## config.mk

```make
export PLATFORM = sky130hd
export DESIGN_NAME = bigram_frequency_counter
export DESIGN_NICKNAME = d
export VERILOG_FILES = /design/src/design/bfc_pkg.sv /design/src/design/bigram_frequency_counter.sv /design/src/design/bfc_ram.sv /design/src/design/bfc_datapath.sv /design/src/design/bfc_controller.sv
export VERILOG_INCLUDE_DIRS = /design/src /design/src/design
export SDC_FILE = /design/constraint.sdc
export NUM_CORES = 2
export LEC_CHECK = 0
export BUFFER_PORTS_ARGS = -buffer_cell sky130_fd_sc_hd__buf_2
export CAP_MARGIN = 40
export CORE_MARGIN = 2
export CORE_UTILIZATION = 63
export CTS_CLUSTER_SIZE = 30
export DETAILED_ROUTE_END_ITERATION = 6
export GPL_ROUTABILITY_DRIVEN = 0
export PLACE_DENSITY = 0.83
export SLEW_MARGIN = 20
export SYNTH_ARGS = -nofsm -noshare
export SYNTH_HDL_FRONTEND = slang
export SYNTH_SLANG_ARGS = --single-unit
```

## constraint.sdc

```tcl
create_clock -name clk -period 6.15 [get_ports clk]
set_input_delay 0.9225 -clock clk [delete_from_list [all_inputs] [get_ports clk]]
set_output_delay 0.9225 -clock clk [all_outputs]
set_load 0.02 [all_outputs]
```

## src/design/assert_macros.svh

```systemverilog
// ---------------------------------------------------------------------------
// Assertion macros
// Shared concurrent assertion forms for the bigram counter blocks.
// ---------------------------------------------------------------------------
`ifndef ASSERT_MACROS_SVH
`define ASSERT_MACROS_SVH

// The consequent must hold in the same cycle as the antecedent.
`define ASSERT_SAME(label, clk, rst, ante, cons) \
  label: assert property (@(posedge clk) disable iff (rst) (ante) |-> (cons)) \
    else $error("assertion failed");

// The consequent must hold in the cycle after the antecedent.
`define ASSERT_NEXT(label, clk, rst, ante, cons) \
  label: assert property (@(posedge clk) disable iff (rst) (ante) |=> (cons)) \
    else $error("assertion failed");

`endif

```

## src/design/bfc_pkg.sv

```systemverilog
// ---------------------------------------------------------------------------
// Bigram counter package
// Sizes, request codes, controller states, the command/status bundles and a clamp.
// ---------------------------------------------------------------------------
`timescale 1ns / 1ps

package bfc_pkg;

  localparam int MAX_SYMBOLS = 256;
  localparam int SYM_W = 16;
  // Address width of the symbol store, and width of the symbol count.
  localparam int AW = (MAX_SYMBOLS > 2) ? $clog2(MAX_SYMBOLS) : 1;
  localparam int NW = AW + 1;

  localparam logic [1:0] REQ_APPEND  = 2'd0;
  localparam logic [1:0] REQ_QUERY   = 2'd1;
  localparam logic [1:0] REQ_RESTART = 2'd2;
  localparam logic [1:0] REQ_UNUSED  = 2'd3;

  typedef enum logic [1:0] {
    ST_IDLE,
    ST_WRITE,
    ST_SCAN,
    ST_RESULT
  } state_t;

  typedef struct packed {
    logic load;
    logic write;
    logic scan;
    logic finish;
    logic emit;
  } dp_cmd_t;

  typedef struct packed {
    logic full;
    logic has_symbol;
    logic scan_done;
  } dp_sts_t;

  // Clamp a count to the 8-bit result fields.
  function automatic logic [7:0] sat8(input logic [NW-1:0] v);
    logic [NW+7:0] w;
    w = {8'd0, v};
    return (w > (NW + 8)'(255)) ? 8'hFF : w[7:0];
  endfunction

endpackage

```

## src/design/bigram_frequency_counter.sv

```systemverilog
// Throughput: one request at a time; the pair scan reads the single-port symbol RAM
// once per cycle.
// Reset (synchronous, active high) empties the sequence and clears the maximum;
// the symbol RAM itself is not cleared and needs no clearing pass.
// ---------------------------------------------------------------------------
// Bigram frequency counter
// Stores a symbol sequence, answers pair count queries and tracks the most
// frequent adjacent pair.
// ---------------------------------------------------------------------------
`timescale 1ns / 1ps

module bigram_frequency_counter (
  input  logic        clk,
  input  logic        rst,
  // Request channel.
  input  logic        in_valid,
  output logic        in_ready,
  input  logic [1:0]  req_type,
  input  logic [15:0] symbol,
  input  logic [15:0] query_first,
  input  logic [15:0] query_second,
  // Result channel.
  output logic        out_valid,
  input  logic        out_ready,
  output logic [7:0]  pair_count,
  output logic [7:0]  total_bigrams,
  output logic        max_valid,
  output logic [15:0] max_first,
  output logic [15:0] max_second,
  output logic [7:0]  max_count,
  output logic        overflow
);

  import bfc_pkg::*;

  // Each request transfer is processed in turn. An append writes the new symbol
  // into the store, then one pass over all stored pairs counts the new bigram
  // and finds its first occurrence. Only that bigram's count changed, so the
  // running maximum is replaced when its count is larger, or equal with an
  // earlier first occurrence. A query runs the same pass for the named pair.
  // The finished result sits in an output register, so the next request can
  // be taken while the previous result waits for its transfer.

  dp_cmd_t cmd;
  dp_sts_t sts;

  bfc_controller u_ctrl (
    .clk      (clk),
    .rst      (rst),
    .in_valid (in_valid),
    .in_ready (in_ready),
    .req_type (req_type),
    .out_valid(out_valid),
    .out_ready(out_ready),
    .cmd      (cmd),
    .sts      (sts)
  );

  bfc_datapath u_dp (
    .clk          (clk),
    .rst          (rst),
    .cmd          (cmd),
    .sts          (sts),
    .req_type     (req_type),
    .symbol       (symbol),
    .query_first  (query_first),
    .query_second (query_second),
    .pair_count   (pair_count),
    .total_bigrams(total_bigrams),
    .max_valid    (max_valid),
    .max_first    (max_first),
    .max_second   (max_second),
    .max_count    (max_count),
    .overflow     (overflow)
  );

endmodule

```

## src/design/bfc_ram.sv

```systemverilog
// ---------------------------------------------------------------------------
// Generic single-port RAM
// One read or write per cycle; read data is registered.
// ---------------------------------------------------------------------------
`timescale 1ns / 1ps

module bfc_ram #(
  parameter int WIDTH = 16,
  parameter int DEPTH = 256
) (
  input  logic                                         clk,
  input  logic                                         we,
  input  logic [((DEPTH > 2) ? $clog2(DEPTH) : 1)-1:0] addr,
  input  logic [WIDTH-1:0]                             wdata,
  output logic [WIDTH-1:0]                             rdata
);

  logic [WIDTH-1:0] mem [DEPTH];

  always_ff @(posedge clk) begin
    if (we) begin
      mem[addr] <= wdata;
    end
    rdata <= mem[addr];
  end

endmodule

```

## src/design/bfc_datapath.sv

```systemverilog
// ---------------------------------------------------------------------------
// Bigram counter datapath
// Symbol store, pair scan, incremental maximum tracking and result register.
// ---------------------------------------------------------------------------
`timescale 1ns / 1ps

`include "assert_macros.svh"

module bfc_datapath (
  input  logic                     clk,
  input  logic                     rst,
  input  bfc_pkg::dp_cmd_t         cmd,
  output bfc_pkg::dp_sts_t         sts,
  input  logic [1:0]               req_type,
  input  logic [bfc_pkg::SYM_W-1:0] symbol,
  input  logic [bfc_pkg::SYM_W-1:0] query_first,
  input  logic [bfc_pkg::SYM_W-1:0] query_second,
  output logic [7:0]               pair_count,
  output logic [7:0]               total_bigrams,
  output logic                     max_valid,
  output logic [15:0]              max_first,
  output logic [15:0]              max_second,
  output logic [7:0]               max_count,
  output logic                     overflow
);

  import bfc_pkg::*;

  // Sequence state.
  logic [NW-1:0]    count;
  logic [SYM_W-1:0] last_sym;

  // Current request.
  logic [1:0]       op;
  logic [SYM_W-1:0] tgt_a;
  logic [SYM_W-1:0] tgt_b;
  logic             ovf;
  logic [AW-1:0]    pc;

  // Scan state.
  logic [NW-1:0]    scan_addr;
  logic             rd_pend;
  logic [AW-1:0]    rd_idx;
  logic [SYM_W-1:0] prev;
  logic [AW-1:0]    hits;
  logic [AW-1:0]    hit_first;

  // Most frequent bigram so far.
  logic [AW-1:0]    best_cnt;
  logic [AW-1:0]    best_idx;
  logic [SYM_W-1:0] best_a;
  logic [SYM_W-1:0] best_b;

  logic             issue;
  logic [AW-1:0]    ram_addr;
  logic [SYM_W-1:0] rd_data;
  logic             pair_hit;
  logic             take_best;
  logic [NW-1:0]    total;

  assign issue    = cmd.scan && (scan_addr < count);
  assign ram_addr = cmd.write ? count[AW-1:0] : scan_addr[AW-1:0];
  assign pair_hit = rd_pend && (rd_idx != '0) && (prev == tgt_a) && (rd_data == tgt_b);
  // Ties go to the bigram whose first occurrence is earlier.
  assign take_best = (hits > best_cnt) || ((hits == best_cnt) && (hit_first < best_idx));
  assign total     = (count >= NW'(2)) ? (count - NW'(1)) : '0;

  assign sts.full       = (count == NW'(MAX_SYMBOLS));
  assign sts.has_symbol = (count != '0);
  assign sts.scan_done  = (scan_addr >= count) && !rd_pend;

  bfc_ram #(
    .WIDTH(SYM_W),
    .DEPTH(MAX_SYMBOLS)
  ) u_store (
    .clk  (clk),
    .we   (cmd.write),
    .addr (ram_addr),
    .wdata(tgt_b),
    .rdata(rd_data)
  );

  always_ff @(posedge clk) begin
    if (rst) begin
      count    <= '0;
      best_cnt <= '0;
      rd_pend  <= 1'b0;
    end else begin
      if (cmd.load) begin
        rd_pend <= 1'b0;
        if (req_type == REQ_RESTART) begin
          count    <= '0;
          best_cnt <= '0;
        end
      end else begin
        rd_pend <= issue;
      end
      if (cmd.write) begin
        count <= count + NW'(1);
      end
      if (cmd.finish && (op == REQ_APPEND) && take_best) begin
        best_cnt <= hits;
      end
    end
  end

  always_ff @(posedge clk) begin
    if (cmd.load) begin
      op        <= req_type;
      ovf       <= (req_type == REQ_APPEND) && sts.full;
      pc        <= '0;
      scan_addr <= '0;
      hits      <= '0;
      hit_first <= '0;
      if (req_type == REQ_APPEND) begin
        tgt_a <= last_sym;
        tgt_b <= symbol;
      end else begin
        tgt_a <= query_first;
        tgt_b <= query_second;
      end
    end
    if (cmd.write) begin
      last_sym <= tgt_b;
    end
    if (issue) begin
      scan_addr <= scan_addr + NW'(1);
      rd_idx    <= scan_addr[AW-1:0];
    end
    if (rd_pend) begin
      prev <= rd_data;
    end
    if (pair_hit) begin
      hits <= hits + AW'(1);
      if (hits == '0) begin
        hit_first <= rd_idx - AW'(1);
      end
    end
    if (cmd.finish) begin
      if (op == REQ_QUERY) begin
        pc <= hits;
      end
      if ((op == REQ_APPEND) && take_best) begin
        best_idx <= hit_first;
        best_a   <= tgt_a;
        best_b   <= tgt_b;
      end
    end
    if (cmd.emit) begin
      pair_count    <= sat8({1'b0, pc});
      total_bigrams <= sat8(total);
      max_valid     <= (best_cnt != '0);
      max_first     <= (best_cnt != '0) ? best_a : '0;
      max_second    <= (best_cnt != '0) ? best_b : '0;
      max_count     <= sat8({1'b0, best_cnt});
      overflow      <= ovf;
    end
  end

  `ASSERT_SAME(a_count_bound, clk, rst, 1'b1, count <= NW'(MAX_SYMBOLS))
  `ASSERT_SAME(a_best_needs_pair, clk, rst, best_cnt != '0, count >= NW'(2))
  `ASSERT_SAME(a_read_in_range, clk, rst, rd_pend, NW'(rd_idx) < count)

endmodule

```

## src/design/bfc_controller.sv

```systemverilog
// ---------------------------------------------------------------------------
// Bigram counter controller
// Sequences write, scan and result steps for one request at a time.
// ---------------------------------------------------------------------------
`timescale 1ns / 1ps

`include "assert_macros.svh"

module bfc_controller (
  input  logic             clk,
  input  logic             rst,
  input  logic             in_valid,
  output logic             in_ready,
  input  logic [1:0]       req_type,
  output logic             out_valid,
  input  logic             out_ready,
  output bfc_pkg::dp_cmd_t cmd,
  input  bfc_pkg::dp_sts_t sts
);

  import bfc_pkg::*;

  state_t state;
  state_t state_next;
  logic   out_valid_next;

  always_ff @(posedge clk) begin
    if (rst) begin
      state     <= ST_IDLE;
      out_valid <= 1'b0;
    end else begin
      state     <= state_next;
      out_valid <= out_valid_next;
    end
  end

  always_comb begin
    state_next = state;
    cmd        = '0;
    in_ready   = 1'b0;
    case (state)
      ST_IDLE: begin
        in_ready = 1'b1;
        if (in_valid) begin
          cmd.load = 1'b1;
          case (req_type)
            REQ_APPEND:  state_next = sts.full ? ST_RESULT : ST_WRITE;
            REQ_QUERY:   state_next = ST_SCAN;
            REQ_RESTART: state_next = ST_RESULT;
            default:     state_next = ST_RESULT;
          endcase
        end
      end
      ST_WRITE: begin
        cmd.write  = 1'b1;
        // A first symbol forms no pair, so there is nothing to rescan.
        state_next = sts.has_symbol ? ST_SCAN : ST_RESULT;
      end
      ST_SCAN: begin
        cmd.scan = 1'b1;
        if (sts.scan_done) begin
          cmd.finish = 1'b1;
          state_next = ST_RESULT;
        end
      end
      ST_RESULT: begin
        if (!out_valid || out_ready) begin
          cmd.emit   = 1'b1;
          state_next = ST_IDLE;
        end
      end
      default: state_next = ST_IDLE;
    endcase
  end

  always_comb begin
    if (cmd.emit) begin
      out_valid_next = 1'b1;
    end else if (out_ready) begin
      out_valid_next = 1'b0;
    end else begin
      out_valid_next = out_valid;
    end
  end

  `ASSERT_NEXT(a_one_in_flight, clk, rst, in_valid && in_ready, !in_ready)
  `ASSERT_SAME(a_emit_slot_free, clk, rst, cmd.emit, !out_valid || out_ready)
  `ASSERT_NEXT(a_emit_shows, clk, rst, cmd.emit, out_valid)

endmodule

```

# Yosys cells after proc, flatten, opt, wreduce, memory -nomap -nowiden
# Memories as Yosys holds them, arrays and structs flattened. A register that Yosys moved wholly into a read port is not among the register bits.
# Cells that the tools add are included.
[word_totals] regBits=227 latch_bits=0 mem_bits_rw=4096 rom_bits=0 in_bits=54 out_inout_bits=60 wordCells=123 mem_count=1
[memory_table] name="u_dp.u_store.mem" words=256 width=16 read_ports=1 rd_ports_with_merged_regs=1 wr=1 line_no="bfc_ram.sv:18" text="logic [WIDTH-1:0] mem [DEPTH];"
[classes] addsub=5 multipliers=0 div_mod_pow=0 order_cmp=6 eq_ne=13 shifts=0 n_mux=39 n_bitwise=0 n_reduce_logical=33
[ops] op="8-bit two-way mux" count=12
[ops] op="9-bit two-way mux" count=6
[ops] op="16-bit == test" count=2
[ops] op="16-bit two-way mux" count=2
[ops] op="9-bit by 1-bit adder with 9-bit output (second input constant)" count=2
[ops] op="8-bit nonzero test" count=2
[ops] op="2-bit nonzero test" count=7
[ops] op="1-bit two-way mux" count=12
[ops] op="1-bit logical AND" count=10
[ops] op="2-bit two-way mux" count=5
[ops] op="9-bit == test (second input constant)" count=1
[ops] op="9-bit by 2-bit greater-or-equal comparator with 1-bit output (second input constant)" count=1
[ops] op="9-bit greater-or-equal comparator" count=1
[ops] op="9-bit by 8-bit greater-than comparator with 1-bit output (second input constant)" count=1
[ops] op="9-bit less-than comparator" count=1
[ops] op="9-bit nonzero test" count=1
[ops] op="9-bit by 1-bit subtractor with 9-bit output (second input constant)" count=1
[ops] op="8-bit by 1-bit adder with 8-bit output (second input constant)" count=1
[ops] op="8-bit == test" count=1
[ops] op="8-bit greater-than comparator" count=1
[ops] op="8-bit logical NOT" count=1
[ops] op="8-bit less-than comparator" count=1
[ops] op="2-bit one-hot mux with 4 select lines" count=1
[ops] op="8-bit by 1-bit subtractor with 8-bit output (second input constant)" count=1
[ops] op="11 further kinds" count=22

# Depth between registers and ports, before layout
[logic_depth] depth_word=8 depth_mapped=14 ltp_nobuf=9

# Cells and area by module
# Synthesis repeated with hierarchy kept, for this count alone.
[hier_totals] cells_unflattened=7425 hier_area_um2=165153.4
[by_module_without_submodules] module="bfc_ram" n_inst=1 cells_each=6727 area_per_inst_um2=155399.0 seq_area_each_um2=123318.3
[by_module_without_submodules] module="bfc_datapath" n_inst=1 cells_each=668 area_per_inst_um2=9511.6 seq_area_each_um2=6386.1
[by_module_without_submodules] module="bfc_controller" n_inst=1 cells_each=30 area_per_inst_um2=242.7 seq_area_each_um2=60.1

# Worst setup path before layout
# Ideal clock, no wire load.
[synth_path] path_type="reg2reg" start="register u_dp.tgt_b[0]" end="register u_dp.hit_first[3]" setup_ns=0.130 arrival_time_ns=4.935 required_ns=6.020 path_slack_ns=1.085 path_stages_with_launch=8 path_buffers=1 synth_period_minus_slack_ns=5.065 path_cell_list="edfxtp_1 -> xnor2_1 -> nand4_1 -> nor4_1 -> nand4_1 -> nor2_1 -> clkbuf_1 -> o21ai_0"
[synth_via] elab_chain_cells=3
[synth_rtl] item="start: declaration" line_no="bfc_datapath.sv:36" text="logic [SYM_W-1:0] tgt_b;"
[synth_rtl] item="start signal: assignment" line_no="bfc_datapath.sv:117" text="tgt_b <= symbol;"
[synth_rtl] item="start signal: assignment" line_no="bfc_datapath.sv:120" text="tgt_b <= query_second;"
[synth_rtl] item="16-bit == test" line_no="bfc_datapath.sv:63" text="assign pair_hit = rd_pend && (rd_idx != '0) && (prev == tgt_a) && (rd_data == tgt_b);"
[synth_rtl] item="1-bit logical AND" line_no="bfc_datapath.sv:63"
[synth_rtl] item="8-bit two-way mux" line_no="bfc_datapath.sv:133" text="if (pair_hit) begin"
[synth_rtl] item="end signal: assignment" line_no="bfc_datapath.sv:136" text="hit_first <= rd_idx - AW'(1);"
[synth_rtl] item="end: declaration" line_no="bfc_datapath.sv:46" text="logic [AW-1:0] hit_first;"
# Every way passes these cells.
# A chain may end at the register's enable or synchronous reset.

# Worst setup path in the final report
[layout_path] start="register u_ctrl.state[1]" end="register u_dp.u_store.rdata[11], read port of u_dp.u_store.mem"
[layout_via] elab_chain_cells=3
[layout_rtl] item="start: declaration" line_no="bfc_controller.sv:23" text="state_t state;"
[layout_rtl] item="start signal: assignment" line_no="bfc_controller.sv:32" text="state <= state_next;"
[layout_rtl] item="2-bit by 1-bit == test with 1-bit output" line_no="bfc_controller.sv:41" text="case (state)"
[layout_rtl] item="1-bit two-way mux" line_no="bfc_controller.sv:41"
[layout_rtl] item="8-bit two-way mux" line_no="bfc_datapath.sv:62" text="assign ram_addr = cmd.write ? count[AW-1:0] : scan_addr[AW-1:0];"
[layout_rtl] item="end: declaration" line_no="bfc_ram.sv:15" text="output logic [WIDTH-1:0] rdata"
# Every way passes these cells.

==> flow_summary_export.csv <==
group,metric,value,unit
synthesis,postSynthCellCount,8601,
floorplanning,pin_count,114,
synthesis,ys.flop_type,"edfxtp_1",
pwr,pwr-share-clk,0.300,
detailed_routing,ant_nets,0,
clock_tree,clock_sinks,4339,
pwr,switching_share,0.322,
setup_path,crit_path_end_kind,"flip-flop",
global_route,antenna_found_initial,29,
floorplanning,num_rows,188,
outcome,violations,"design-rule violations",
global_route,overflow,0,
worst_hold_path,min_path_type,"in -> reg",
layout,multi_input_area,0.0346,mm²
layout,n_fill_cell,13900,
clock_tree,clockBufferDepth,4,
setup_path,cp.arrival,6290,ps
timing,tightest_slew,1250,ps
clock_tree,cts_setup_buffers,0,
synthesis,syn_nets,8692,
placement,portBuffers,113,
floorplanning,die_y,518,µm
detailed_routing,routedWlPerCell,35.4,µm
flow_run,drv_cap,0,
pwr,p_per_area,443,mW/mm²
placement,dp_hpwl,252000,µm
global_route,grt_pass1_vias,92100,
timing,period_share,0.889,
pwr,p_leak,64.5,nW
clock_tree,cts.htree.levels,5,
pwr,internal-power,56.5,mW
timing,fin_setup_tns,0,ps
synthesis,netlist_area,0.166,mm²
timing,maxSlewViolCount,0,
setup_path,cp_max_fo,127,
detailed_routing,vias,94100,
layout,layout.nets,9285,
clock_tree,cts_resized,0,
synthesis,ys.warnings.count,0,
synthesis,ys_seq_area_frac,0.780,
synthesis,synth.distinct_cells,54,
floorplanning,core_area,0.263,mm²
layout,area_delta_synth_final,13.1,%
outcome,status,"complete, but fails checks",
clock_tree,root_buffer,"clkbuf_16",
clock_tree,clock_latency,950,ps
synthesis,syn_avg_cell_area,19.4,µm²
detailed_routing,avgViaCountPerCell,7.21,
global_route,grt_pass1_wl,656000,µm
pwr,ir_drop,0.475,mV
timing,fin_crit,5470,ps
timing,max_freq,0.183,GHz
pwr,p_seq_frac,0.419,
clock_tree,clk_pin_slew_worst_paths,60,ps
clock_tree,holdBufCountCts,0,
timing,rsz0062_at_grt,"no",
layout,seq_area,0.130,mm²
pwr,combPwrFrac,0.281,
floorplanning,initial_core_util,0.634,
setup_path,start_kind,"flip-flop",
detailed_routing,first_pass_iters,7,
timing,hold_ws,293,ps
setup_path,worst-setup-path-type,"reg -> reg",
synthesis,synth_edf_count,4286,
synthesis,ys_ff_latch,4339,
clock_tree,cts_buffers,405,
clock_tree,cts_tree,"built",
detailed_routing,drt-initial-drc-count,17000,
global_route,grt_use_total,0.338,
timing,max-slew-margin-rel,0.169,
global_route,grt_max_degree,213,
timing,setup_violations,0,
setup_path,worstPathRequired,6970,ps
synthesis,async_reset_ff_frac,0,
pwr,p_switching,26.8,mW
detailed_routing,drt_wl_total,463000,µm
floorplanning,die_area,0.268,mm²
detailed_routing,route.detailed.drc,13,
timing,hold_violations,0,
timing,fin_worst_skew,71.1,ps
floorplanning,die_x,518,µm
layout,drive_gt1_frac,0.186,
per-layer routing:
metal | vias to the layer above | track usage | wire length [µm]
met2 | 8908 | 0.521 | 217000
met1 | 47000 | 0.441 | 149000
met4 | 20 | 0.196 | 30800
met3 | 1645 | 0.0891 | 66000
li1 | 36500 | - | -
met5 | - | 0 | 266
logic make-up (layout without fill, tap and decap cells):
group,count (synthesis),after routing,synth area share
AOI/OAI and AO/OA,1102,1102,0.0440
muxes,1718,1718,0.132
other,0,21,0
buffers and inverters,553,1476,0.0159
DFF,4339,4339,0.780
xor gates and xnor gates,56,56,0.00295
adders and majority gates,37,37,0.00278
and+or+nand+nor,796,796,0.0223
registers in the layout, summed over array words and instances (netlist names), 8 cells and up:
name                flops
u_dp.pair_count         8
u_dp.u_store.mem     4096
u_dp.rd_idx             8
u_dp.best_idx           8
u_dp.best_cnt           8
u_dp.best_b            16
u_dp.prev              16
u_dp.pc                 8
u_dp.last_sym          16
u_dp.scan_addr          9
u_dp.total_bigrams      8
u_dp.hits               8
u_dp.tgt_a             16
u_dp.count              9
u_dp.hit_first          8
u_dp.tgt_b             16
u_dp.best_a            16
u_dp.max_first         16
u_dp.max_second        16
u_dp.max_count          8
u_dp.u_store.rdata     16
through the flow:
stage               worst slack [ps]   util  std cells  instance area, µm²  total power [mW]
finish                           683  0.717      13100              188000              83.3
global route                     713  0.717      13000              188000              84.7
CTS                              677  0.715      13000              188000              82.3
detailed placement               740  0.666      12300              175000              57.3
global placement                 911  0.663      12200              174000              56.5
floorplan                       1090      -       8601              166000              49.5
power by group through the flow:
| stage | clock, mW | sequential [mW] | combinational [mW] |
|---|---|---|---|
| floorplan | 0 | 36.5 | 13.0 |
| global route | 26.0 | 34.9 | 23.8 |
| global placement | 0 | 35.5 | 21.0 |
| detailed placement | 0 | 35.5 | 21.8 |
| finish | 25.0 | 34.9 | 23.4 |
| CTS | 25.0 | 34.9 | 22.5 |
cell usage after synthesis, types with 3 or more instances:
cell type  number  area (µm²)
or4_1           3        22.5
a31oi_1         4        25.0
o21ai_1         3        15.0
buf_1          18        67.6
nand4_1       114         713
a31o_2          3        26.3
nand3_1        22         110
o22ai_1       640        4000
and2_1         33         206
nand2_1       240         901
buf_2         206        1030
nor3b_1         7        52.6
clkbuf_1      224         841
and3_1          4        25.0
o41ai_1       160        1400
nor4_1          6        37.5
or3_1           4        25.0
and4_1         16         140
nand2b_1       14        87.6
dfxtp_1        53        1060
edfxtp_1     4286      129000
o21ai_0        13        65.1
mux2_2         32         360
nand2_2         5        31.3
xor2_1          8        70.1
a21oi_1       122         611
ha_1           37         463
a22oi_1       129         968
mux4_2        384        8650
nor2_1        256         961
inv_1          43         161
mux2i_1      1300       13000
buf_4          40         300
xnor2_1        48         420
o211ai_1        3        22.5
and3b_1         3        26.3
nor2b_1         3        18.8
buf_6          22         248
o31ai_1         3        22.5
nor3_1         58         290
a21o_1         16         120
critical path, stage by stage, from the launching register on:
cell and delay, ps:
dfxtp_1 350, inv_1 150, ha_4 400, buf_12 300
mux2i_4 680, buf_12 290, buf_12 590, mux2i_1 290
o22ai_1 120, o41ai_1 820, nand4_1 710, and4_1 390
final cells by class:
| type | instances | share of cell area |
|---|---|---|
| clock buffers | 497 | 0.0568 |
| diodes | 21 | 0.000279 |
| multi-input cells | 3709 | 0.184 |
| flip-flops and latches | 4339 | 0.689 |
| repair buffers | 696 | 0.0331 |
| inverters | 43 | 0.000858 |
| clock inverters | 240 | 0.0120 |
| well taps | 3515 | 0.0234 |
layout by cell type, fill, tap and decap left out, drive strengths merged, types with 22 or more instances in the layout:
cell type / n
nand2: 246
mux2i: 1301
nand3: 22
nand4: 114
ha: 37
bufinv: 38
dfxtp: 53
a21oi: 122
a22oi: 129
xnor2: 48
mux4: 384
inv: 56
and2: 33
o22ai: 640
o41ai: 160
mux2: 33
edfxtp: 4286
nor3: 58
clkinv: 181
buf: 687
nor2: 256
clkbuf: 504
final timing paths:
| kind | startpoint | end | slack [ps] | cells after the start |
|---|---|---|---|---|
| worst max-delay path | u_ctrl.state[1] | u_dp.u_store.rdata[11] | 680 | 11 |
| worst min-delay path | req_type[1] | u_dp.op[1] | 290 | 1 |
| worst max register to register | u_ctrl.state[1] | u_dp.u_store.rdata[11] | 680 | 11 |
| worst min register to register | u_dp.pc[0] | u_dp.pair_count[0] | 440 | 0 |
(Power assumes the default switching activity.)
